==> config.mk <==
export PLATFORM = sky130hd
export DESIGN_NAME = mkey_level
export DESIGN_NICKNAME = d
export VERILOG_FILES = /design/src/hdl/mkey_pkg.sv /design/src/hdl/mkey_level.sv
export SDC_FILE = /design/constraint.sdc
export NUM_CORES = 1
export LEC_CHECK = 0
export BUFFER_PORTS_ARGS = -buffer_cell sky130_fd_sc_hd__buf_2
export CORE_AREA = 2 2 248 250
export DETAILED_ROUTE_END_ITERATION = 6
export DIE_AREA = 0 0 250 252
export SYNTH_ARGS = -nofsm -noshare
export SYNTH_HDL_FRONTEND = slang
export SYNTH_SLANG_ARGS = --single-unit
==> constraint.sdc <==
create_clock -name clock -period 5.6 [get_ports clock]
set_input_delay 0.28 -clock clock [delete_from_list [all_inputs] [get_ports clock]]
set_output_delay 0.28 -clock clock [all_outputs]
set_load 0.01 [all_outputs]
==> src/hdl/mkey_pkg.sv <==
// mkey_pkg: shared constants, register codes and pipeline types of the
// octree cell key core. No dependencies.

package mkey_pkg;

   localparam int COORD_WIDTH    = 32;
   localparam int MAX_LEVELS     = 10;
   localparam int NUM_AXES       = 3;
   localparam int KEY_WIDTH      = NUM_AXES * MAX_LEVELS;
   localparam int CELL_KEY_WIDTH = 30;
   localparam int DEPTH_WIDTH    = 4;
   localparam int CSR_IDX_WIDTH  = 3;
   localparam int CSR_DATA_WIDTH = COORD_WIDTH;

   localparam logic [COORD_WIDTH-1:0] BOX_MIN_RESET = COORD_WIDTH'(0);
   localparam logic [COORD_WIDTH-1:0] BOX_MAX_RESET = COORD_WIDTH'(65536);
   localparam logic [DEPTH_WIDTH-1:0] DEPTH_RESET   = DEPTH_WIDTH'(10);

   typedef enum logic [CSR_IDX_WIDTH-1:0] {
      CSR_BOX_MIN_X  = 3'd0,
      CSR_BOX_MAX_X  = 3'd1,
      CSR_BOX_MIN_Y  = 3'd2,
      CSR_BOX_MAX_Y  = 3'd3,
      CSR_BOX_MIN_Z  = 3'd4,
      CSR_BOX_MAX_Z  = 3'd5,
      CSR_TREE_DEPTH = 3'd6
   } csr_index_type;

   typedef logic [COORD_WIDTH-1:0] coord_type;

   // configuration as seen by the pipeline
   typedef struct packed {
      coord_type [NUM_AXES-1:0] box_min;
      coord_type [NUM_AXES-1:0] box_max;
      logic [DEPTH_WIDTH-1:0]   tree_depth;
   } cfg_type;

   // payload carried from one bisection stage to the next
   typedef struct packed {
      coord_type [NUM_AXES-1:0] point;
      coord_type [NUM_AXES-1:0] lo;
      coord_type [NUM_AXES-1:0] hi;
      logic [KEY_WIDTH-1:0]     key;
   } stage_type;

endpackage

==> src/hdl/mkey_level.sv <==
// mkey_level: one registered bisection level on all three axes; when active,
// appends one xyz triplet to the key. Depends on mkey_pkg.

module mkey_level (
   input  logic                clock,
   input  logic                reset,
   input  logic                load,
   input  logic                active,
   input  logic                in_valid,
   input  mkey_pkg::stage_type in_stage,
   output logic                out_valid,
   output mkey_pkg::stage_type out_stage
);

   logic                 valid_ff;
   mkey_pkg::stage_type  stage_ff;
   mkey_pkg::stage_type  stage_in;
   logic [mkey_pkg::NUM_AXES-1:0] upper;

   always_comb begin
      logic signed [mkey_pkg::COORD_WIDTH:0]   sum;
      logic signed [mkey_pkg::COORD_WIDTH-1:0] mid;
      stage_in = in_stage;
      upper    = '0;
      for (int a = 0; a < mkey_pkg::NUM_AXES; a++) begin
         // 33-bit sum, arithmetic halving floors the midpoint
         sum = $signed({in_stage.lo[a][mkey_pkg::COORD_WIDTH-1], in_stage.lo[a]})
             + $signed({in_stage.hi[a][mkey_pkg::COORD_WIDTH-1], in_stage.hi[a]});
         mid = sum[mkey_pkg::COORD_WIDTH:1];
         // ties go to the upper half
         upper[a] = ($signed(in_stage.point[a]) >= mid);
         if (upper[a]) begin
            stage_in.lo[a] = mid;
         end else begin
            stage_in.hi[a] = mid;
         end
      end
      if (active) begin
         // x is the high bit of the triplet
         stage_in.key = mkey_pkg::KEY_WIDTH'({in_stage.key, upper[0], upper[1], upper[2]});
      end
   end

   always_ff @(posedge clock) begin
      if (reset) begin
         valid_ff <= 1'b0;
      end else if (load) begin
         valid_ff <= in_valid;
      end
   end

   always_ff @(posedge clock) begin
      if (load) begin
         stage_ff <= stage_in;
      end
   end

   assign out_valid = valid_ff;
   assign out_stage = stage_ff;

endmodule

==> flow_summary.json, run 1 <==
{
  "synthTopCellsByArea": "edfxtp_1, ha_1, mux2_2",
  "cts.sinks": 319,
  "fmax_ghz": 0.190,
  "syn_inst": 1795,
  "yosysTopAreaCell": "edfxtp_1",
  "pin_count": 642,
  "maxSlewViolCount": 0,
  "sw_frac_of_total_pct": 33.2,
  "finalNetCount": 3096,
  "detail-route-antenna-nets": 0,
  "syn_area_um2": 20000,
  "final_cells": 3397,
  "fin_crit_sh_pct": 93.8,
  "clockBufferDepth": 3,
  "grt_util_all_layers_pct": 22.0,
  "arrival_ns": 5.57,
  "setup_viol_count_final": 0,
  "hold_slack_ns": 0.0316,
  "dp_hpwl_mm": 57.4,
  "grt_pass1_wl_mm": 106,
  "wl_met1_mm": 29.7,
  "synth_warnings": 0,
  "drv_cap": 0,
  "ir_drop_mv": 0.196,
  "die_w_um": 250,
  "r2r_start": "out_valid",
  "route.met2.wl_mm": 35.9,
  "die_area_um2": 63000,
  "clockPowerShare_pct": 28.6,
  "start_kind": "input pin",
  "synth_ff_type": "edfxtp_1",
  "drt_iter0_markers": 1348,
  "antenna_found_initial": 6,
  "vias": 17700,
  "seqPwrFrac_pct": 37.1,
  "async_flop_share_pct": 0,
  "post_cts_buffers": 0,
  "cts-root-buf": "clkbuf_16",
  "avgRoutedWirePerCell_um": 21.3,
  "hold_violations": 0,
  "place.port_buffers": 641,
  "ys_seq_area_share_pct": 47.7,
  "first_global_vias": 17800,
  "worstHoldStart": "in_stage[55]",
  "top_layer": "met5",
  "period_needed_ns": 5.25,
  "initial_core_util_pct": 33.3,
  "grt_max_degree": 163,
  "skew_ns": 0,
  "wl_met3_mm": 4.42,
  "drc": 0,
  "synth_top_cell_area_share_pct": 47.6,
  "switchingPower_uw": 2950,
  "cts_buffers": 39,
  "clk_latency_ns": 0.56,
  "status": "finished clean",
  "min_path_type": "in2reg",
  "die_h_um": 252,
  "path_clk_slew_ns": 0.06,
  "power_density_nw_per_um2": 330,
  "internal-power_uw": 5930,
  "critPathCaptureType": "flop",
  "cp-startpoint": "in_stage[151]",
  "synth_edf_count": 318,
  "yosysMostFrequentCell": "edfxtp_1",
  "drive_gt1_share_pct": 34.0,
  "netlist-cell-type-count": 86,
  "area_growth_pct": 34.3,
  "slew_headroom_pct": 24.1,
  "rsz0062_at_grt": "false",
  "power_uw": 8870,
  "path_max_fanout": 20,
  "worst-setup-path-type": "in2reg",
  "dpl.cell_count": 3195,
  "via_per_inst": 5.20,
  "grt-ovfl-total": 0,
  "p_leak_uw": 0.0119,
  "coreArea_um2": 60100,
  "worst_slew_pin_slew_ns": 1.14,
  "htreeDepth": 2,
  "drt-total-wl_mm": 72.4,
  "gp_congestion": 0.967,
  "synth.net_count": 2310,
  "ys_seq_elements": 319,
  "cts_tree": "yes",
  "required_ns": 5.92,
  "synth_common_cells": "edfxtp_1, ha_1, nand2_1, a21oi_1, inv_1",
  "synth_area_per_cell_um2": 11.2,
  "combPwrFrac_pct": 34.3,
  "row_count": 90,
  "first_pass_iters": 5
}
timing repair:
item,in CTS,in global routing
hold endpoints to repair,126,0
resized for setup,0,1
hold buffers,127,0
endpoints found under the setup margin,0,15
stage by stage:
step	TNS [ns]	setup WS [ns]	instance area, um2	util, %
after floorplan	0	0.960	20000	-
final	0	0.350	26900	44.8
after global placement	-9.04	-0.283	24400	40.6
after detailed placement	-6.15	-0.237	24400	40.6
after global routing	0	0.0882	26900	44.8
after CTS	0	0.326	26900	44.8
layout by cell type (no fill, tap or decap), drive strengths merged, types with 7 or more instances in the layout:
cell         Yosys  routed
nand2          154     154
o31ai           18      18
a31oi           10      10
and2            11      11
edfxtp         318     318
mux2i           10      10
and3            14      14
xnor2           48      48
nand2b          13      13
nor2b           19      19
clkinv           0      16
inv            123     128
a21oi          128     128
o21ai          134     134
o21a            20      20
buf             21     678
nand3           27      27
a211oi          20      20
dlygate4sd3      0     127
xor2            21      21
or2              8       8
nor3            27      27
ha             189     189
o211ai          18      18
or3              9       9
nor2            65      65
clkbuf          39      44
o21bai          13      13
a21o            59      59
nand4           34      34
a21boi           7       7
mux2           125     125
power groups by stage:
stage | Sequential (uW) | Clock (uW) | Combinational (uW)
after floorplan | 3520 | 0 | 1520
after global placement | 3340 | 0 | 2890
after detailed placement | 3340 | 0 | 2950
after CTS | 3290 | 2610 | 3030
after global routing | 3320 | 2690 | 3310
final | 3290 | 2540 | 3050
sequential cells by signal, indices dropped and copies added, names as in the netlist:
signal and cells:
out_valid 1, out_stage 318
worst paths after layout:
check | to | slack (ns) | depth (start not counted)
max | out_stage[40] | 0.35 | 20
min | out_stage[55] | 0.03 | 3
max reg2reg | out_valid | 4.45 | 3
min reg2reg | out_valid | 1.07 | 3
worst max-delay path, stage by stage:
cell,delay (ns)
dlygate4sd3_1,0.54
buf_2,0.13
ha_1,0.38
a21oi_1,0.17
o21ai_0,0.09
a21oi_1,0.29
o21bai_1,0.10
a21oi_1,0.16
o22ai_1,0.12
a221oi_1,0.35
inv_1,0.08
ha_1,0.48
nand4_1,0.32
a2111oi_1,0.74
a211o_1,0.21
nor3_1,0.08
buf_4,0.16
mux2i_4,0.20
buf_4,0.29
mux2_2,0.36
metal layers:
layer / global-route usage, % / up-vias
met1: 27.1 / 8453
met5: 0 / -
met4: 7.44 / 2
met2: 38.9 / 724
li1: - / 8364
met3: 3.68 / 119
area by class of cell:
cell class                      instances  area, um2
Inverter                              123        462
Antenna cell                            4       10.0
Clock inverter                         27        256
Timing Repair Buffer                  805       4880
Clock buffer                           44        995
Tap cell                              782        978
Multi-Input combinational cell       1293       9770
Fill cell                            5639      33200
Sequential cell                       319       9570
cell families (layout without fill, tap and decap cells):
group | after synthesis | count (layout) | share of synthesized area (%)
AO/OA/AOI/OAI | 489 | 489 | 15.8
XOR/XNOR | 69 | 69 | 3.02
adder cells (fa/ha/maj) | 192 | 192 | 12.1
buffers and inverters | 183 | 999 | 3.61
flip-flops | 319 | 319 | 47.7
multiplexers | 135 | 135 | 7.56
other | 0 | 4 | 0
AND/OR/NAND/NOR | 408 | 408 | 10.2
(Power assumes the default switching activity.)
==> inputs of run 2 (changes only) <==
CORE_AREA = 2 2 250 252   (was 2 2 248 250)
DIE_AREA = 0 0 252 254   (was 0 0 250 252)
==> run 2 against run 1 <==
Effect of this change:
- die area increased by 1.6%
- critical path depth unchanged
- wire length fell by 0.22%
- design area increased by 0.69%
- highest routed layer is now met4
- clock-buffer cell count is 3 higher
- via count up 0.69%
- sequential cell count is the same
- combinational power barely moved
- register-to-register slack worse by 0.10 ns
- worst hold slack improved by 0.0038 ns
==> flow_summary.json, run 2 (synthesized netlist as in run 1, its figures left out) <==
{
  "detail-route-antenna-nets": 0,
  "worst_slack_ns": 0.205,
  "coreArea_um2": 61300,
  "slew_headroom_pct": 31.4,
  "fillers": 5770,
  "die_h_um": 254,
  "gp_congestion": 0.975,
  "status": "finished clean",
  "area_growth_pct": 35.2,
  "wl_met1_mm": 29.5,
  "grt-ovfl-total": 0,
  "die_w_um": 252,
  "grt_max_degree": 138,
  "finalNetCount": 3110,
  "min_path_type": "in2reg",
  "dpl_worst_slack_ns": -0.0819,
  "fin_crit_sh_pct": 96.3,
  "setup_viol_count_final": 0,
  "path_max_fanout": 44,
  "drt-total-wl_mm": 72.2,
  "p_leak_uw": 0.0120,
  "route.met2.wl_mm": 35.9,
  "fmax_ghz": 0.185,
  "avgRoutedWirePerCell_um": 21.1,
  "drive_gt1_share_pct": 34.1,
  "via_per_inst": 5.20,
  "ir_drop_mv": 0.201,
  "dpl.cell_count": 3200,
  "antenna_found_initial": 8,
  "cts_buffers": 39,
  "place.port_buffers": 641,
  "power_density_nw_per_um2": 327,
  "drv_cap": 0,
  "skew_ns": 0,
  "cts-root-buf": "clkbuf_16",
  "period_needed_ns": 5.40,
  "dp_hpwl_mm": 57.0,
  "row_count": 91,
  "clockBufferDepth": 3,
  "start_kind": "input pin",
  "path_clk_slew_ns": 0.06,
  "cts_tree": "yes",
  "first_pass_iters": 6,
  "grt_pass1_wl_mm": 106,
  "cts.sinks": 319,
  "initial_core_util_pct": 32.7,
  "worst-setup-path-type": "in2reg",
  "worst_slew_pin_slew_ns": 1.03,
  "pin_count": 642,
  "critPathCaptureType": "flop",
  "die_area_um2": 64000,
  "required_ns": 5.91,
  "hold_violations": 0,
  "first_global_vias": 17800,
  "arrival_ns": 5.71,
  "final_common_cell": "buf_2",
  "grt_util_all_layers_pct": 21.5,
  "drc": 0,
  "maxSlewViolCount": 0,
  "clk_latency_ns": 0.56,
  "vias": 17800,
  "top_layer": "met4",
  "largest_register_ffs": 318,
  "drt_iter0_markers": 1237,
  "htreeDepth": 2,
  "wl_met3_mm": 4.92,
  "final_cells": 3421,
  "final_cell_mix": "buf_2, edfxtp_1, ha_1",
  "rsz0062_at_grt": "false"
}
[run 2: cell count changes in the layout (fill, tap and decap cells not counted), moves of 2 or more]
| cell | change |
|---|---|
| buf_12 | -2 |
| clkinv_1 | -2 |
| clkbuf_1 | +2 |
| dlygate4sd3_1 | +14 |
| o21ai_1 | +2 |
| diode_2 | +2 |
| clkinv_2 | +2 |
| o21ai_0 | -2 |
[run 2: cell type report]
| cell class | instances | area (um2) | share of cell area [%] |
|---|---|---|---|
| multi-input cells | 1294 | 9840 | 36.3 |
| flip-flops and latches | 319 | 9570 | 35.3 |
| repair buffers | 818 | 4990 | 18.4 |
| clock buffers | 47 | 1030 | 3.79 |
| well taps | 790 | 988 | 3.65 |
| inverters | 123 | 462 | 1.70 |
| clock inverters | 24 | 220 | 0.812 |
| diodes | 6 | 15.0 | 0.0554 |
[run 2: path summary, 6_finish.rpt]
| kind | endpoint | startpoint | cells after the start | slack [ns] |
|---|---|---|---|---|
| max reg2reg | out_valid | out_valid | 3 | 4.35 |
| max | out_stage[164] | in_stage[172] | 20 | 0.20 |
| min | out_stage[179] | in_stage[179] | 3 | 0.04 |
| min reg2reg | out_valid | out_valid | 3 | 1.16 |
[run 2: metal layers]
| layer | up-vias | track usage [%] |
|---|---|---|
| met5 | - | 0 |
| met4 | 0 | 6.44 |
| met3 | 97 | 3.64 |
| met2 | 743 | 38.1 |
| met1 | 8532 | 26.6 |
| li1 | 8412 | - |
[run 2: power breakdown]
part	switching [uW]	internal (uW)	leakage [uW]
logic	1780	1290	0.00825
registers	118	3160	0.00312
clock network	1060	1460	0.000614
total	2960	5900	0.0120
[run 2: repair_timing]
action / in CTS / in global routing
endpoints found under the hold margin: 139 / 0
setup endpoints to repair: 0 / 132
buffers inserted: 0 / 2
hold buffers: 141 / 0
resized for setup: 0 / 11
[run 2: worst max-delay path, cell delays in order]
cell and delay, ns:
dlygate4sd3_1 0.54, buf_2 0.14, ha_1 0.35, a21oi_1 0.18
o21ai_0 0.23, a221o_1 0.40, and2_4 0.18, o31a_1 0.31
o221a_4 0.25, o21a_1 0.18, nor4b_2 0.36, ha_1 0.20
nand3_1 0.09, or3_1 0.39, or3_1 0.40, o31ai_1 0.30
nor3_1 0.16, nor2_4 0.13, buf_12 0.24, mux2_2 0.36
[run 2: through the flow]
| stage | area (um2) | hold WS [ns] | TNS (ns) | utilization (%) | power (uW) |
|---|---|---|---|---|---|
| 3_5_place_dp | 24400 | 0.443 | -3.67 | 39.8 | 6250 |
| 2_1_floorplan | 20000 | 0.352 | 0 | - | 5040 |
| 4_1_cts | 27000 | 0.0000224 | 0 | 44.1 | 8890 |
| 3_3_place_gp | 24400 | 0.437 | -1.29 | 39.8 | 6210 |
| 5_1_grt | 27100 | 0.0116 | 0 | 44.2 | 9310 |
| 6_report | 27100 | 0.0354 | 0 | 44.3 | 8870 |
==> inputs of run 3 (changes only) <==
clock period = 6.35 ns   (was 5.6 ns; I/O delays follow)
==> run 3 against run 2 <==
Effect of this change:
- worst hold slack improved by 0.0027 ns
- sequential cell count did not move
- clock skew did not move
- non-clock buffer count fell by 70
- power fell by 15%
- sequential share of layout area rose by 1.1 points
- largest power group unchanged
- critical path depth fell by 4
- via count fell by 2.0%
- first-iteration DRC count fell by 11%
- largest cell class unchanged
- worst setup slack improved by 0.52 ns
- wire length fell by 1.1%
==> flow_summary.json, run 3 (synthesized netlist as in run 1, its figures left out) <==
{
  "clockBufferDepth": 3,
  "cts_tree": "yes",
  "slew_headroom_pct": 30.9,
  "via_per_inst": 5.21,
  "reg2reg_depth": 3,
  "detail-route-antenna-nets": 0,
  "clk_latency_ns": 0.55,
  "rsz0062_at_grt": "false",
  "hold-path-endpoint": "out_stage[304]",
  "drv_cap": 0,
  "drt_iter0_markers": 1101,
  "min_path_type": "in2reg",
  "drive_gt1_share_pct": 33.7,
  "cts.sinks": 319,
  "placed_area_um2": 24100,
  "worst-setup-path-type": "in2reg",
  "critPathCaptureType": "flop",
  "drt-total-wl_mm": 71.5,
  "fillers": 5824,
  "first_pass_iters": 5,
  "cts-root-buf": "clkbuf_16",
  "hold_depth": 1,
  "tns_ns": 0,
  "die_w_um": 252,
  "place.port_buffers": 641,
  "r2r_end": "out_valid",
  "avgRoutedWirePerCell_um": 21.4,
  "fmax_ghz": 0.178,
  "start_kind": "input pin",
  "p_leak_uw": 0.0116,
  "power_density_nw_per_um2": 288,
  "power_uw": 7570,
  "worstHoldStart": "in_stage[304]",
  "rrSetupSlack_ns": 5.20,
  "die_area_um2": 64000,
  "cts_resized": 0,
  "grt_max_degree": 139,
  "htreeDepth": 2,
  "vias": 17400,
  "arrival_ns": 5.91,
  "post_cts_buffers": 0,
  "path_clk_slew_ns": 0.06,
  "final_common_cell": "buf_2",
  "die_h_um": 254,
  "hold_violations": 0,
  "coreArea_um2": 61300,
  "status": "finished clean",
  "r2r_start": "out_valid",
  "largest_register_ffs": 318,
  "first_global_vias": 17400,
  "path_max_fanout": 66,
  "fin_crit_sh_pct": 88.5,
  "initial_core_util_pct": 32.7,
  "pin_count": 642,
  "multi_input_area_um2": 9770,
  "antenna_found_initial": 12,
  "period_needed_ns": 5.62,
  "ir_drop_mv": 0.170,
  "gp_congestion": 0.938,
  "grt_pass1_wl_mm": 104,
  "row_count": 91,
  "maxSlewViolCount": 0,
  "dp_hpwl_mm": 56.9,
  "worst_slew_pin_slew_ns": 1.04,
  "grt_util_all_layers_pct": 21.1,
  "finalNetCount": 3038,
  "required_ns": 6.64,
  "cts_buffers": 38,
  "stdcell_area_um2": 26300,
  "drc": 0,
  "area_growth_pct": 31.0,
  "setup_viol_count_final": 0,
  "final_cell_mix": "buf_2, edfxtp_1, ha_1",
  "seq_area_um2": 9570,
  "grt-ovfl-total": 0,
  "skew_ns": 0
}
-- run 3: changes by cell type in the layout (fill, tap and decap cells not counted), sizes merged --
cell,before,now
dlygate4sd3,141,94
buf,677,654
bufinv,3,1
diode,6,8
inv,127,125
clkbuf,47,46
mux2,126,125
-- run 3: power by group --
part / internal, uW / switching [uW]
Clock: 1170 / 905
Combinational: 1070 / 1530
Sequential: 2780 / 103
-- run 3: repair_timing --
action                     CTS  global route
setup endpoints to repair    0             0
hold endpoints to repair    92             1
hold buffers                93             1
-- run 3: worst max-delay path: stages --
cell	delay, ns
buf_2	0.15
ha_1	0.36
nor2b_1	0.21
o31a_1	0.28
o21ai_1	0.24
a21oi_1	0.14
o21ai_0	0.34
nand2_1	0.14
o311ai_0	0.58
inv_1	0.16
ha_1	0.35
nand3_1	0.19
or3_1	0.54
o41ai_1	0.72
mux2_4	0.73
mux2_2	0.41
-- run 3: cell type report --
type                    count  area share [%]
flip-flops and latches    319            36.4
multi-input cells        1293            37.2
repair buffers            748            16.4
clock buffers              46            3.82
well taps                 790            3.76
inverters                 123            1.76
diodes                      8          0.0762
clock inverters            20           0.586
-- run 3: through the flow --
step	std cells	utilization, %	hold WS (ns)	worst slack (ns)
detailed placement	3179	39.4	0.480	0.262
finish	3347	42.9	0.0381	0.728
global placement	3179	39.4	0.473	0.322
floorplan	1795	-	0.390	1.67
CTS	3338	42.8	0.00145	0.804
global route	3346	42.9	0.00137	0.551
-- run 3: how the worst max path moves through the flow --
stage,start,end,slack (ns)
floorplan,in_stage[80],out_stage[176],1.67
global placement,in_stage[128],out_stage[2],0.32
detailed placement,in_stage[128],out_stage[136],0.26
CTS,in_stage[128],out_stage[133],0.80
global route,in_stage[128],out_stage[137],0.55
finish,in_stage[128],out_stage[133],0.73
-- run 3: layer usage --
metal  global-route usage [%]  share of wire [%]  vias up
li1                         -                  -     8251
met1                     25.7                 41     8370
met2                     37.8                 50      715
met3                     3.75                6.4       92
met4                     6.80                2.7        6
met5                        0              0.062        -
