--- config.mk ---
export PLATFORM = sky130hd
export DESIGN_NAME = mkey_csr
export DESIGN_NICKNAME = d
export VERILOG_FILES = /design/src/hdl/mkey_pkg.sv /design/src/hdl/mkey_csr.sv
export SDC_FILE = /design/constraint.sdc
export NUM_CORES = 1
export LEC_CHECK = 0
export BUFFER_PORTS_ARGS = -buffer_cell sky130_fd_sc_hd__clkbuf_2
export CAP_MARGIN = 10
export CORE_MARGIN = 2
export CORE_UTILIZATION = 45
export CTS_CLUSTER_DIAMETER = 100
export DETAILED_ROUTE_END_ITERATION = 12
export GPL_ROUTABILITY_DRIVEN = 0
export GPL_TIMING_DRIVEN = 0
export PLACE_DENSITY = 0.71
export SYNTH_ARGS = -nofsm -noshare
export SYNTH_HDL_FRONTEND = slang
export SYNTH_SLANG_ARGS = --single-unit
--- constraint.sdc ---
create_clock -name clock -period 1.7 [get_ports clock]
set_input_delay 0.085 -clock clock [delete_from_list [all_inputs] [get_ports clock]]
set_output_delay 0.085 -clock clock [all_outputs]
set_load 0.005 [all_outputs]
--- src/hdl/mkey_pkg.sv ---
// mkey_pkg: shared constants, register codes and pipeline types of the
// octree cell key core. No dependencies.

package mkey_pkg;

   localparam int COORD_WIDTH    = 32;
   localparam int MAX_LEVELS     = 10;
   localparam int NUM_AXES       = 3;
   localparam int KEY_WIDTH      = NUM_AXES * MAX_LEVELS;
   localparam int CELL_KEY_WIDTH = 30;
   localparam int DEPTH_WIDTH    = 4;
   localparam int CSR_IDX_WIDTH  = 3;
   localparam int CSR_DATA_WIDTH = COORD_WIDTH;

   localparam logic [COORD_WIDTH-1:0] BOX_MIN_RESET = COORD_WIDTH'(0);
   localparam logic [COORD_WIDTH-1:0] BOX_MAX_RESET = COORD_WIDTH'(65536);
   localparam logic [DEPTH_WIDTH-1:0] DEPTH_RESET   = DEPTH_WIDTH'(10);

   typedef enum logic [CSR_IDX_WIDTH-1:0] {
      CSR_BOX_MIN_X  = 3'd0,
      CSR_BOX_MAX_X  = 3'd1,
      CSR_BOX_MIN_Y  = 3'd2,
      CSR_BOX_MAX_Y  = 3'd3,
      CSR_BOX_MIN_Z  = 3'd4,
      CSR_BOX_MAX_Z  = 3'd5,
      CSR_TREE_DEPTH = 3'd6
   } csr_index_type;

   typedef logic [COORD_WIDTH-1:0] coord_type;

   // configuration as seen by the pipeline
   typedef struct packed {
      coord_type [NUM_AXES-1:0] box_min;
      coord_type [NUM_AXES-1:0] box_max;
      logic [DEPTH_WIDTH-1:0]   tree_depth;
   } cfg_type;

   // payload carried from one bisection stage to the next
   typedef struct packed {
      coord_type [NUM_AXES-1:0] point;
      coord_type [NUM_AXES-1:0] lo;
      coord_type [NUM_AXES-1:0] hi;
      logic [KEY_WIDTH-1:0]     key;
   } stage_type;

endpackage

--- src/hdl/mkey_csr.sv ---
// mkey_csr: configuration registers (bounding box and tree depth) of the
// octree cell key core. Depends on mkey_pkg.

module mkey_csr (
   input  logic                                   clock,
   input  logic                                   reset,
   input  logic                                   csr_wr_en,
   input  logic [mkey_pkg::CSR_IDX_WIDTH-1:0]     csr_index,
   input  logic [mkey_pkg::CSR_DATA_WIDTH-1:0]    csr_wdata,
   output mkey_pkg::cfg_type                      cfg
);

   mkey_pkg::cfg_type cfg_ff;

   always_ff @(posedge clock) begin
      if (reset) begin
         for (int a = 0; a < mkey_pkg::NUM_AXES; a++) begin
            cfg_ff.box_min[a] <= mkey_pkg::BOX_MIN_RESET;
            cfg_ff.box_max[a] <= mkey_pkg::BOX_MAX_RESET;
         end
         cfg_ff.tree_depth <= mkey_pkg::DEPTH_RESET;
      end else if (csr_wr_en) begin
         unique case (mkey_pkg::csr_index_type'(csr_index))
            mkey_pkg::CSR_BOX_MIN_X:  cfg_ff.box_min[0] <= csr_wdata[mkey_pkg::COORD_WIDTH-1:0];
            mkey_pkg::CSR_BOX_MAX_X:  cfg_ff.box_max[0] <= csr_wdata[mkey_pkg::COORD_WIDTH-1:0];
            mkey_pkg::CSR_BOX_MIN_Y:  cfg_ff.box_min[1] <= csr_wdata[mkey_pkg::COORD_WIDTH-1:0];
            mkey_pkg::CSR_BOX_MAX_Y:  cfg_ff.box_max[1] <= csr_wdata[mkey_pkg::COORD_WIDTH-1:0];
            mkey_pkg::CSR_BOX_MIN_Z:  cfg_ff.box_min[2] <= csr_wdata[mkey_pkg::COORD_WIDTH-1:0];
            mkey_pkg::CSR_BOX_MAX_Z:  cfg_ff.box_max[2] <= csr_wdata[mkey_pkg::COORD_WIDTH-1:0];
            mkey_pkg::CSR_TREE_DEPTH: cfg_ff.tree_depth <= csr_wdata[mkey_pkg::DEPTH_WIDTH-1:0];
            default: ;  // unused index, write dropped
         endcase
      end
   end

   assign cfg = cfg_ff;

endmodule

==> results of run 1 <==
==> repair_timing <==
action,CTS,global route
hold endpoints to repair,8,0
setup buffers,0,0
hold buffers,3,0
==> report_power, final <==
part           total [mW]  leakage (nW)  switching [mW]  internal, mW
registers            4.75          1.59          0.0552          4.69
logic               0.662          3.15           0.354         0.308
clock network        4.05         0.285            1.69          2.36
total                9.46          5.02            2.10          7.36
==> final cells by class <==
type,instances,area [sq um],area share
Tap cell,220,275,0.0284
Sequential cell,196,3920,0.405
Clock buffer,24,502,0.0517
Timing Repair Buffer,231,1170,0.121
Multi-Input combinational cell,436,3480,0.359
Buffer,51,249,0.0257
Clock inverter,7,96.3,0.00994
==> worst max-delay path: stages <==
cell                      delay, ns
sky130_fd_sc_hd__buf_2         0.15
sky130_fd_sc_hd__nor4b_1       0.27
sky130_fd_sc_hd__buf_2         0.36
sky130_fd_sc_hd__buf_4         0.29
sky130_fd_sc_hd__mux2i_1       0.21
==> layer usage <==
layer / wire length (um) / global-route usage / vias up
li1: - / - / 2751
met1: 9320 / 0.291 / 2631
met2: 9440 / 0.366 / 164
met3: 1190 / 0.0552 / 29
met4: 484 / 0.0819 / 0
met5: 0 / 0 / -
==> stage by stage <==
stage | util | cell area (sq um)
3_5_place_dp | 0.547 | 9070
4_1_cts | 0.585 | 9700
2_1_floorplan | - | 7650
6_report | 0.585 | 9700
5_1_grt | 0.585 | 9700
3_3_place_gp | 0.547 | 9070
==> cell usage in the layout (no fill, tap or decap) <==
cell type | Yosys | final
sky130_fd_sc_hd__clkinv_4 | 0 | 1
sky130_fd_sc_hd__nor4bb_1 | 1 | 1
sky130_fd_sc_hd__nand2b_1 | 223 | 223
sky130_fd_sc_hd__clkbuf_2 | 0 | 228
sky130_fd_sc_hd__buf_2 | 19 | 19
sky130_fd_sc_hd__clkbuf_8 | 0 | 5
sky130_fd_sc_hd__nor2_1 | 8 | 8
sky130_fd_sc_hd__clkinvlp_4 | 0 | 3
sky130_fd_sc_hd__buf_4 | 2 | 2
sky130_fd_sc_hd__nand4b_1 | 3 | 3
sky130_fd_sc_hd__buf_8 | 1 | 1
sky130_fd_sc_hd__clkinv_2 | 0 | 1
sky130_fd_sc_hd__or4b_4 | 1 | 1
sky130_fd_sc_hd__nor4b_1 | 1 | 1
sky130_fd_sc_hd__nand4bb_1 | 3 | 3
sky130_fd_sc_hd__buf_6 | 2 | 2
sky130_fd_sc_hd__clkbuf_1 | 27 | 29
sky130_fd_sc_hd__bufinv_16 | 0 | 2
sky130_fd_sc_hd__dlygate4sd3_1 | 0 | 3
sky130_fd_sc_hd__mux2i_1 | 196 | 196
sky130_fd_sc_hd__clkbuf_16 | 0 | 17
sky130_fd_sc_hd__dfxtp_1 | 196 | 196
==> final timing paths <==
kind,endpoint,slack [ns],cells past startpoint,start
setup / recovery,cfg[114],0.68,5,csr_index[0]
hold / removal,cfg[40],0.06,3,csr_wdata[4]
setup reg to reg,cfg[56],1.06,2,cfg[56]
hold reg to reg,cfg[115],0.47,2,cfg[115]
==> kinds of logic after synthesis <==
group | after synthesis
buf+inv | 51
mux | 196
flops | 196
simple gates | 240
==> flow_summary.rst, run 1 <==
.. list-table::
   :header-rows: 1

   * - Metric
     - Value
   * - Core area
     - 16600 sq um
   * - Fraction of synthesized area in multiplexers
     - 0.256
   * - CP Capture Type
     - register
   * - Number of flip-flops under the largest register name
     - 196
   * - Number of slew-limit violations in the final report
     - 0
   * - Number of global-route vias before repair
     - 5492
   * - Starting Density
     - 0.461
   * - Setup Skew
     - 0 ns
   * - Syn_area_per_cell
     - 11.2 sq um
   * - Number of library cell types mapped by synthesis
     - 14
   * - Setup Slack @ Placement
     - about 0.23 ns
   * - Prevailing post-synth register cell
     - sky130_fd_sc_hd__dfxtp_1
   * - Post-synthesis cell area
     - 7650 sq um
   * - Post-synthesis async set-or-reset flop share
     - 0
   * - Largest net degree at the start of global routing
     - 17
   * - Clock H-tree levels
     - 4
   * - Power Density
     - 975 nW/um^2
   * - Number of CTS-inserted buffers
     - 17
   * - Clk slew on worst S/H paths
     - 0.07 ns
   * - Area growth from synthesis to final layout
     - 26.7%
   * - Sinks on Clock Net
     - 196
   * - Part of the Yosys area used for sequential elements
     - 0.513
   * - Vias after detailed routing
     - between 5k and 6k
   * - Top fanout value on the critical path
     - 10
   * - Top-count cell post-synth
     - sky130_fd_sc_hd__nand2b_1
   * - Post-route DRC violation count
     - 0
   * - Element type at the critical path start
     - primary input
   * - CTS Root Buffer Type
     - sky130_fd_sc_hd__clkbuf_16
   * - Number of placed instances, taps included
     - 1131
   * - Number of fillers in the final layout
     - around 1.5k
   * - Post-Syn Nets
     - 721
   * - Count of flip-flops with a built-in enable after synthesis
     - 0
   * - Ranking of synthesized cells by area
     - sky130_fd_sc_hd__dfxtp_1 (51%), sky130_fd_sc_hd__mux2i_1 (26%), sky130_fd_sc_hd__nand2b_1 (18%), sky130_fd_sc_hd__clkbuf_1 (1.3%), sky130_fd_sc_hd__buf_2 (1.2%)
   * - Die area
     - 18100 sq um
   * - Cell count after synthesis
     - approximately 680
   * - Vias per cell
     - approximately 4.8
   * - Worst setup slack after layout
     - 0.676 ns
   * - Number of antenna violations at the first check in global routing
     - 0
   * - Most frequent cells after synthesis
     - sky130_fd_sc_hd__nand2b_1 (223), sky130_fd_sc_hd__dfxtp_1 (196), sky130_fd_sc_hd__mux2i_1 (196)
   * - Nets
     - 971
   * - Maximum buffer depth of the clock tree
     - 2
   * - Simple logic cell fraction of the synthesized area
     - 0.198
   * - Data arrival, critical path
     - 1.37 ns
   * - Routed len/inst
     - 17.5 um
   * - Unrepaired setup endpoints after global routing
     - false
   * - Resized Gates After CTS
     - 0
   * - Clk Latency, worst-skew pair
     - between 0.4 and 0.5 ns
   * - Initial DRC Count
     - 169
   * - Flop and latch count out of synthesis
     - 196
   * - Antenna-violating nets left
     - 0
   * - Leakage power of the design
     - 5.02 nW
   * - Critical Setup Path Class
     - primary input to register
   * - Required time reported for the critical path endpoint
     - 2.05 ns
   * - Wire length of the first global-routing pass
     - 31100 um
   * - Total Negative Setup Slacks
     - 0 ns
   * - Clock tree from TritonCTS
     - done
   * - Final Total Pwr
     - between 9 and 10 mW
   * - Port Buf Inserts
     - 228
   * - Shortest clock period the worst path allows after layout
     - 1.02 ns
   * - Fraction of final layout cells with drive strength greater than 1
     - 0.298
   * - Fraction of the mapped netlist area in adder cells
     - 0
   * - Total congestion overflow
     - 0
   * - Max-Cap Viols
     - 0
   * - Number of warnings issued by yosys
     - 0
   * - Largest family of logic cells by synthesized area
     - multiplexers
   * - Fin. Hold Viols
     - 0
   * - Post-Synth XOR/XNOR Area
     - 0
   * - # rows
     - between 40 and 50
   * - Count of pins on the block boundary
     - 234
   * - Fraction of the mapped netlist area in compound gates
     - 0
   * - Overall die height
     - ~130 um
   * - Worst rel slew slack
     - 0.602
   * - Highest clock rate
     - 0.977 GHz
   * - Post-DP HPWL
     - 14800 um
   * - Area share of the largest cell type after synthesis
     - 0.513
   * - Final period util
     - 0.602
   * - All-layer global routing usage
     - 0.225
   * - Total Wirelength
     - 20400 um
   * - Antenna fix cells
     - 0
   * - Largest vdd supply drop
     - 733 uV
   * - Total setup violations reported at the end of the flow
     - 0
   * - Hold WC Path Type
     - primary input to register
   * - Final non-filler cell total
     - 1165
   * - Biggest area consumer among synthesized cells
     - sky130_fd_sc_hd__dfxtp_1
   * - Measured slew at the worst slew-check pin
     - 0.597 ns
   * - Router iterations before antenna repair
     - 4
   * - Outcome
     - complete, no violations
   * - Final worst hold slack
     - 0.0618 ns
   * - Chip width
     - 134 um
(Power assumes the default switching activity.)
==> run 2: changes to the inputs <==
ABC_AREA = 1   (was default)
clock period = 0.95 ns   (was 1.7 ns; I/O delays follow)
==> flow_summary.rst, run 2 <==
.. list-table::
   :header-rows: 1

   * - Metric
     - Value
   * - CP Capture Type
     - output port (was register)
   * - Worst reg2reg path depth
     - 3 (was 2)
   * - Max-Cap Viols
     - 0 (unchanged)
   * - Final Total Pwr
     - 18.7 mW (was 9.46 mW)
   * - Element type at the critical path start
     - register (was primary input)
   * - Top fanout value on the critical path
     - 2 (was 10)
   * - Post-Syn Nets
     - 1148 (was 721)
   * - Leakage power of the design
     - 5.02 nW (about the same)
   * - Routed len/inst
     - 15.8 um (was 17.5 um)
   * - Die area
     - 18100 sq um (about the same)
   * - Router iterations before antenna repair
     - 5 (was 4)
   * - Antenna-violating nets left
     - 0 (unchanged)
   * - Hold WC Path Type
     - primary input to register (unchanged)
   * - Most frequent cells after synthesis
     - sky130_fd_sc_hd__nor2_1 (387), sky130_fd_sc_hd__nand2_1 (207), sky130_fd_sc_hd__dfxtp_1 (196), sky130_fd_sc_hd__nand3_1 (196), sky130_fd_sc_hd__buf_2 (42) (was sky130_fd_sc_hd__nand2b_1 (223), sky130_fd_sc_hd__dfxtp_1 (196), sky130_fd_sc_hd__mux2i_1 (196))
   * - Slack of the worst reg-to-reg path
     - 0.26 ns (was 1.06 ns)
   * - Syn_area_per_cell
     - 6.92 sq um (was 11.2 sq um)
   * - Worst rel slew slack
     - 0.625 (was 0.602)
   * - Highest clock rate
     - 1.05 GHz
   * - Crit path from
     - cfg[84] (was csr_index[0])
   * - Maximum buffer depth of the clock tree
     - 2 (unchanged)
   * - Fin. Hold Viols
     - 0 (unchanged)
   * - Top delay family on crit path
     - flip-flops (was buffers and inverters)
   * - Ranking of synthesized cells by area
     - sky130_fd_sc_hd__dfxtp_1 (51%), sky130_fd_sc_hd__nor2_1 (19%), sky130_fd_sc_hd__nand3_1 (13%), sky130_fd_sc_hd__nand2_1 (10%), sky130_fd_sc_hd__buf_2 (2.7%) (was sky130_fd_sc_hd__dfxtp_1 (51%), sky130_fd_sc_hd__mux2i_1 (26%), sky130_fd_sc_hd__nand2b_1 (18%), sky130_fd_sc_hd__clkbuf_1 (1.3%), sky130_fd_sc_hd__buf_2 (1.2%))
   * - Power Density
     - 1810 nW/um^2 (was 975 nW/um^2)
   * - Data arrival, critical path
     - 0.91 ns (was 1.37 ns)
   * - Outcome
     - finished with violations (was complete, no violations)
   * - Leading cell types in the layout, fill and taps excluded
     - sky130_fd_sc_hd__nor2_1 (383), sky130_fd_sc_hd__nand2_1 (206), sky130_fd_sc_hd__clkbuf_2 (199) (was sky130_fd_sc_hd__clkbuf_2 (228), sky130_fd_sc_hd__nand2b_1 (223), sky130_fd_sc_hd__mux2i_1 (196), sky130_fd_sc_hd__dfxtp_1 (196), sky130_fd_sc_hd__clkbuf_1 (29))
   * - All-layer global routing usage
     - 0.273 (was 0.225)
   * - Clock tree from TritonCTS
     - done (unchanged)
   * - Measured slew at the worst slew-check pin
     - 0.562 ns (was 0.597 ns)
   * - Unrepaired setup endpoints after global routing
     - true (was false)
   * - Top-count cell post-synth
     - sky130_fd_sc_hd__nor2_1 (was sky130_fd_sc_hd__nand2b_1)
   * - Number of global-route vias before repair
     - 6979 (was 5492)
   * - Count of pins on the block boundary
     - 234 (unchanged)
   * - Vias per cell
     - 4.98 (was 4.79)
   * - Clk Latency, worst-skew pair
     - 0.44 ns (was 0.42 ns)
   * - Number of flip-flops under the largest register name
     - 196 (unchanged)
   * - CTS Root Buffer Type
     - sky130_fd_sc_hd__clkbuf_16 (unchanged)
   * - Commonest non-fill, non-tap cell in the layout
     - sky130_fd_sc_hd__nor2_1 (was sky130_fd_sc_hd__clkbuf_2)
   * - Wire length of the first global-routing pass
     - 37500 um (was 31100 um)
   * - Initial DRC Count
     - 492 (was 169)
   * - Total Wirelength
     - 25300 um (was 20400 um)
   * - Part of the Yosys area used for sequential elements
     - 0.511 (was 0.513)
   * - Clk slew on worst S/H paths
     - 0.06 ns (was 0.07 ns)
   * - Fraction of power spent switching nets
     - 0.245 (was 0.222)
   * - Largest net degree at the start of global routing
     - 17 (unchanged)
   * - Crit path to
     - cfg[84] (was cfg[114])
   * - Sinks on Clock Net
     - 196 (unchanged)
   * - Count of cell instances traversed by the critical path
     - 1 (was 5)
   * - Number of CTS-inserted buffers
     - 17 (unchanged)
   * - Biggest area consumer among synthesized cells
     - sky130_fd_sc_hd__dfxtp_1 (unchanged)
   * - Worst Min Path Start
     - csr_wdata[31] (was csr_wdata[4])
   * - Post-synthesis async set-or-reset flop share
     - 0 (unchanged)
   * - Number of antenna violations at the first check in global routing
     - 0 (unchanged)
   * - Post-synthesis cell area
     - 7680 sq um (was 7650 sq um)
   * - Worst setup slack after layout
     - -0.00634 ns (was 0.676 ns)
   * - Violations in the final reports
     - negative setup slack
   * - Flop and latch count out of synthesis
     - 196 (unchanged)
   * - Combinational cell fraction of total power
     - 0.107 (was 0.070)
   * - Number of library cell types mapped by synthesis
     - 13 (was 14)
   * - Post-DP HPWL
     - 18500 um (was 14800 um)
   * - Chip width
     - 135 um (was 134 um)
   * - Cell count after synthesis
     - 1110 (was 683)
   * - Core area
     - 16600 sq um (about the same)
   * - RR Endpoint
     - cfg[177] (was cfg[56])
   * - Total setup violations reported at the end of the flow
     - 2 (was 0)
   * - Area growth from synthesis to final layout
     - 34.9% (was 26.7%)
   * - Clk pwr share
     - 0.427 (was 0.428)
   * - Count of flip-flops with a built-in enable after synthesis
     - 0 (unchanged)
   * - Layout Utilization
     - 0.622 (was 0.585)
   * - Reg-to-Reg Start
     - cfg[177] (was cfg[56])
   * - Sequential cell fraction of total power
     - 0.466 (was 0.502)
   * - Buf+Inv Stages, Crit Path
     - 1 (was 3)
   * - Post-route DRC violation count
     - 0 (unchanged)
   * - Sw power
     - 4.58 mW (was 2.10 mW)
   * - # rows
     - 47 (unchanged)
   * - Critical path, cell by cell
     - buf_6 (was buf_2 -> nor4b_1 -> buf_2 -> buf_4 -> mux2i_1)
   * - Largest vdd supply drop
     - 1320 uV (was 733 uV)
   * - Shortest clock period the worst path allows after layout
     - 0.956 ns
   * - Setup Skew
     - 0 ns (unchanged)
   * - Vias after detailed routing
     - 7969 (was 5575)
   * - Critical-path top delay cell
     - sky130_fd_sc_hd__dfxtp_4 (was sky130_fd_sc_hd__buf_2)
   * - Clock H-tree levels
     - 4 (unchanged)
   * - Overall die height
     - 135 um (was 134 um)
   * - Area share of the largest cell type after synthesis
     - 0.511 (was 0.513)
   * - Critical Setup Path Class
     - register to output port (was primary input to register)
   * - Number of slew-limit violations in the final report
     - 0 (unchanged)
   * - Required time reported for the critical path endpoint
     - 0.90 ns (was 2.05 ns)
   * - Number of warnings issued by yosys
     - 0 (unchanged)
   * - Fraction of final layout cells with drive strength greater than 1
     - 0.382 (was 0.298)
   * - Starting Density
     - 0.461 (about the same)
   * - Total congestion overflow
     - 0 (unchanged)
   * - Port Buf Inserts
     - 233 (was 228)
   * - Nets
     - 1409 (was 971)
   * - Prevailing post-synth register cell
     - sky130_fd_sc_hd__dfxtp_1 (unchanged)
   * - Longest individual stage delay on the worst path
     - 0.36 ns (about the same)
   * - Antenna fix cells
     - 0 (unchanged)
   * - Final period util
     - 1.01
   * - Internal
     - 14.1 mW (was 7.36 mW)
-- run 2: how the worst min path moves through the flow --
| stage | to | slack, ns | cells past startpoint |
|---|---|---|---|
| after global placement | cfg[1] | 0.29 | 3 |
| after floorplan | cfg[20] | 0.16 | 2 |
| after global routing | cfg[140] | 0.10 | 5 |
| final | cfg[67] | 0.06 | 5 |
| after detailed placement | cfg[1] | 0.29 | 3 |
| after CTS | cfg[67] | 0.05 | 5 |
-- run 2: cell families after synthesis --
| kind of cell | synth area share |
|---|---|
| flip-flops | 0.511 |
| buffers and inverters | 0.0640 |
| AO/OA/AOI/OAI | 0.00130 |
| AND/OR/NAND/NOR | 0.424 |
-- run 2: repair_timing --
item,4_1_cts,5_1_grt
setup buffers,0,6
resized for setup,104,195
setup endpoints to repair,107,252
pin swaps,0,1
hold buffers,3,0
endpoints found under the hold margin,5,0
-- run 2: metal layers --
layer / up-vias / track usage / share of wire
met5: - / 0 / 0
met4: 0 / 0.111 / 0.029
met3: 60 / 0.0661 / 0.079
met2: 327 / 0.422 / 0.46
met1: 3609 / 0.366 / 0.44
li1: 3973 / - / -
-- run 2: power by group through the flow --
stage / clock (mW) / sequential [mW] / combinational (mW)
floorplan: 0 / 8.85 / 1.06
global placement: 0 / 8.85 / 1.84
detailed placement: 0 / 8.85 / 1.87
CTS: 8.02 / 8.69 / 1.89
global route: 8.34 / 8.75 / 2.22
finish: 7.99 / 8.72 / 2.01
-- run 2: area by class of cell --
class	instances	area [sq um]
fillers	1575	6280
flip-flops and latches	196	4160
multi-input cells	798	3290
repair buffers	242	1470
clock buffers	20	467
plain buffers	77	368
well taps	220	275
clock inverters	9	178
inverters	39	146
-- run 2: metrics by stage --
step	area [sq um]	cells	setup TNS (ns)	hold slack (ns)	worst slack [ns]
after detailed placement	9120	1563	-67.86	0.291	-0.469
after floorplan	7680	1110	0	0.161	0.0691
after global routing	10400	1601	-0.348	0.103	-0.0228
after global placement	9120	1563	-65.75	0.286	-0.490
final	10400	1601	-0.0114	0.0553	-0.00634
after CTS	9940	1595	-0.0291	0.0511	-0.0173
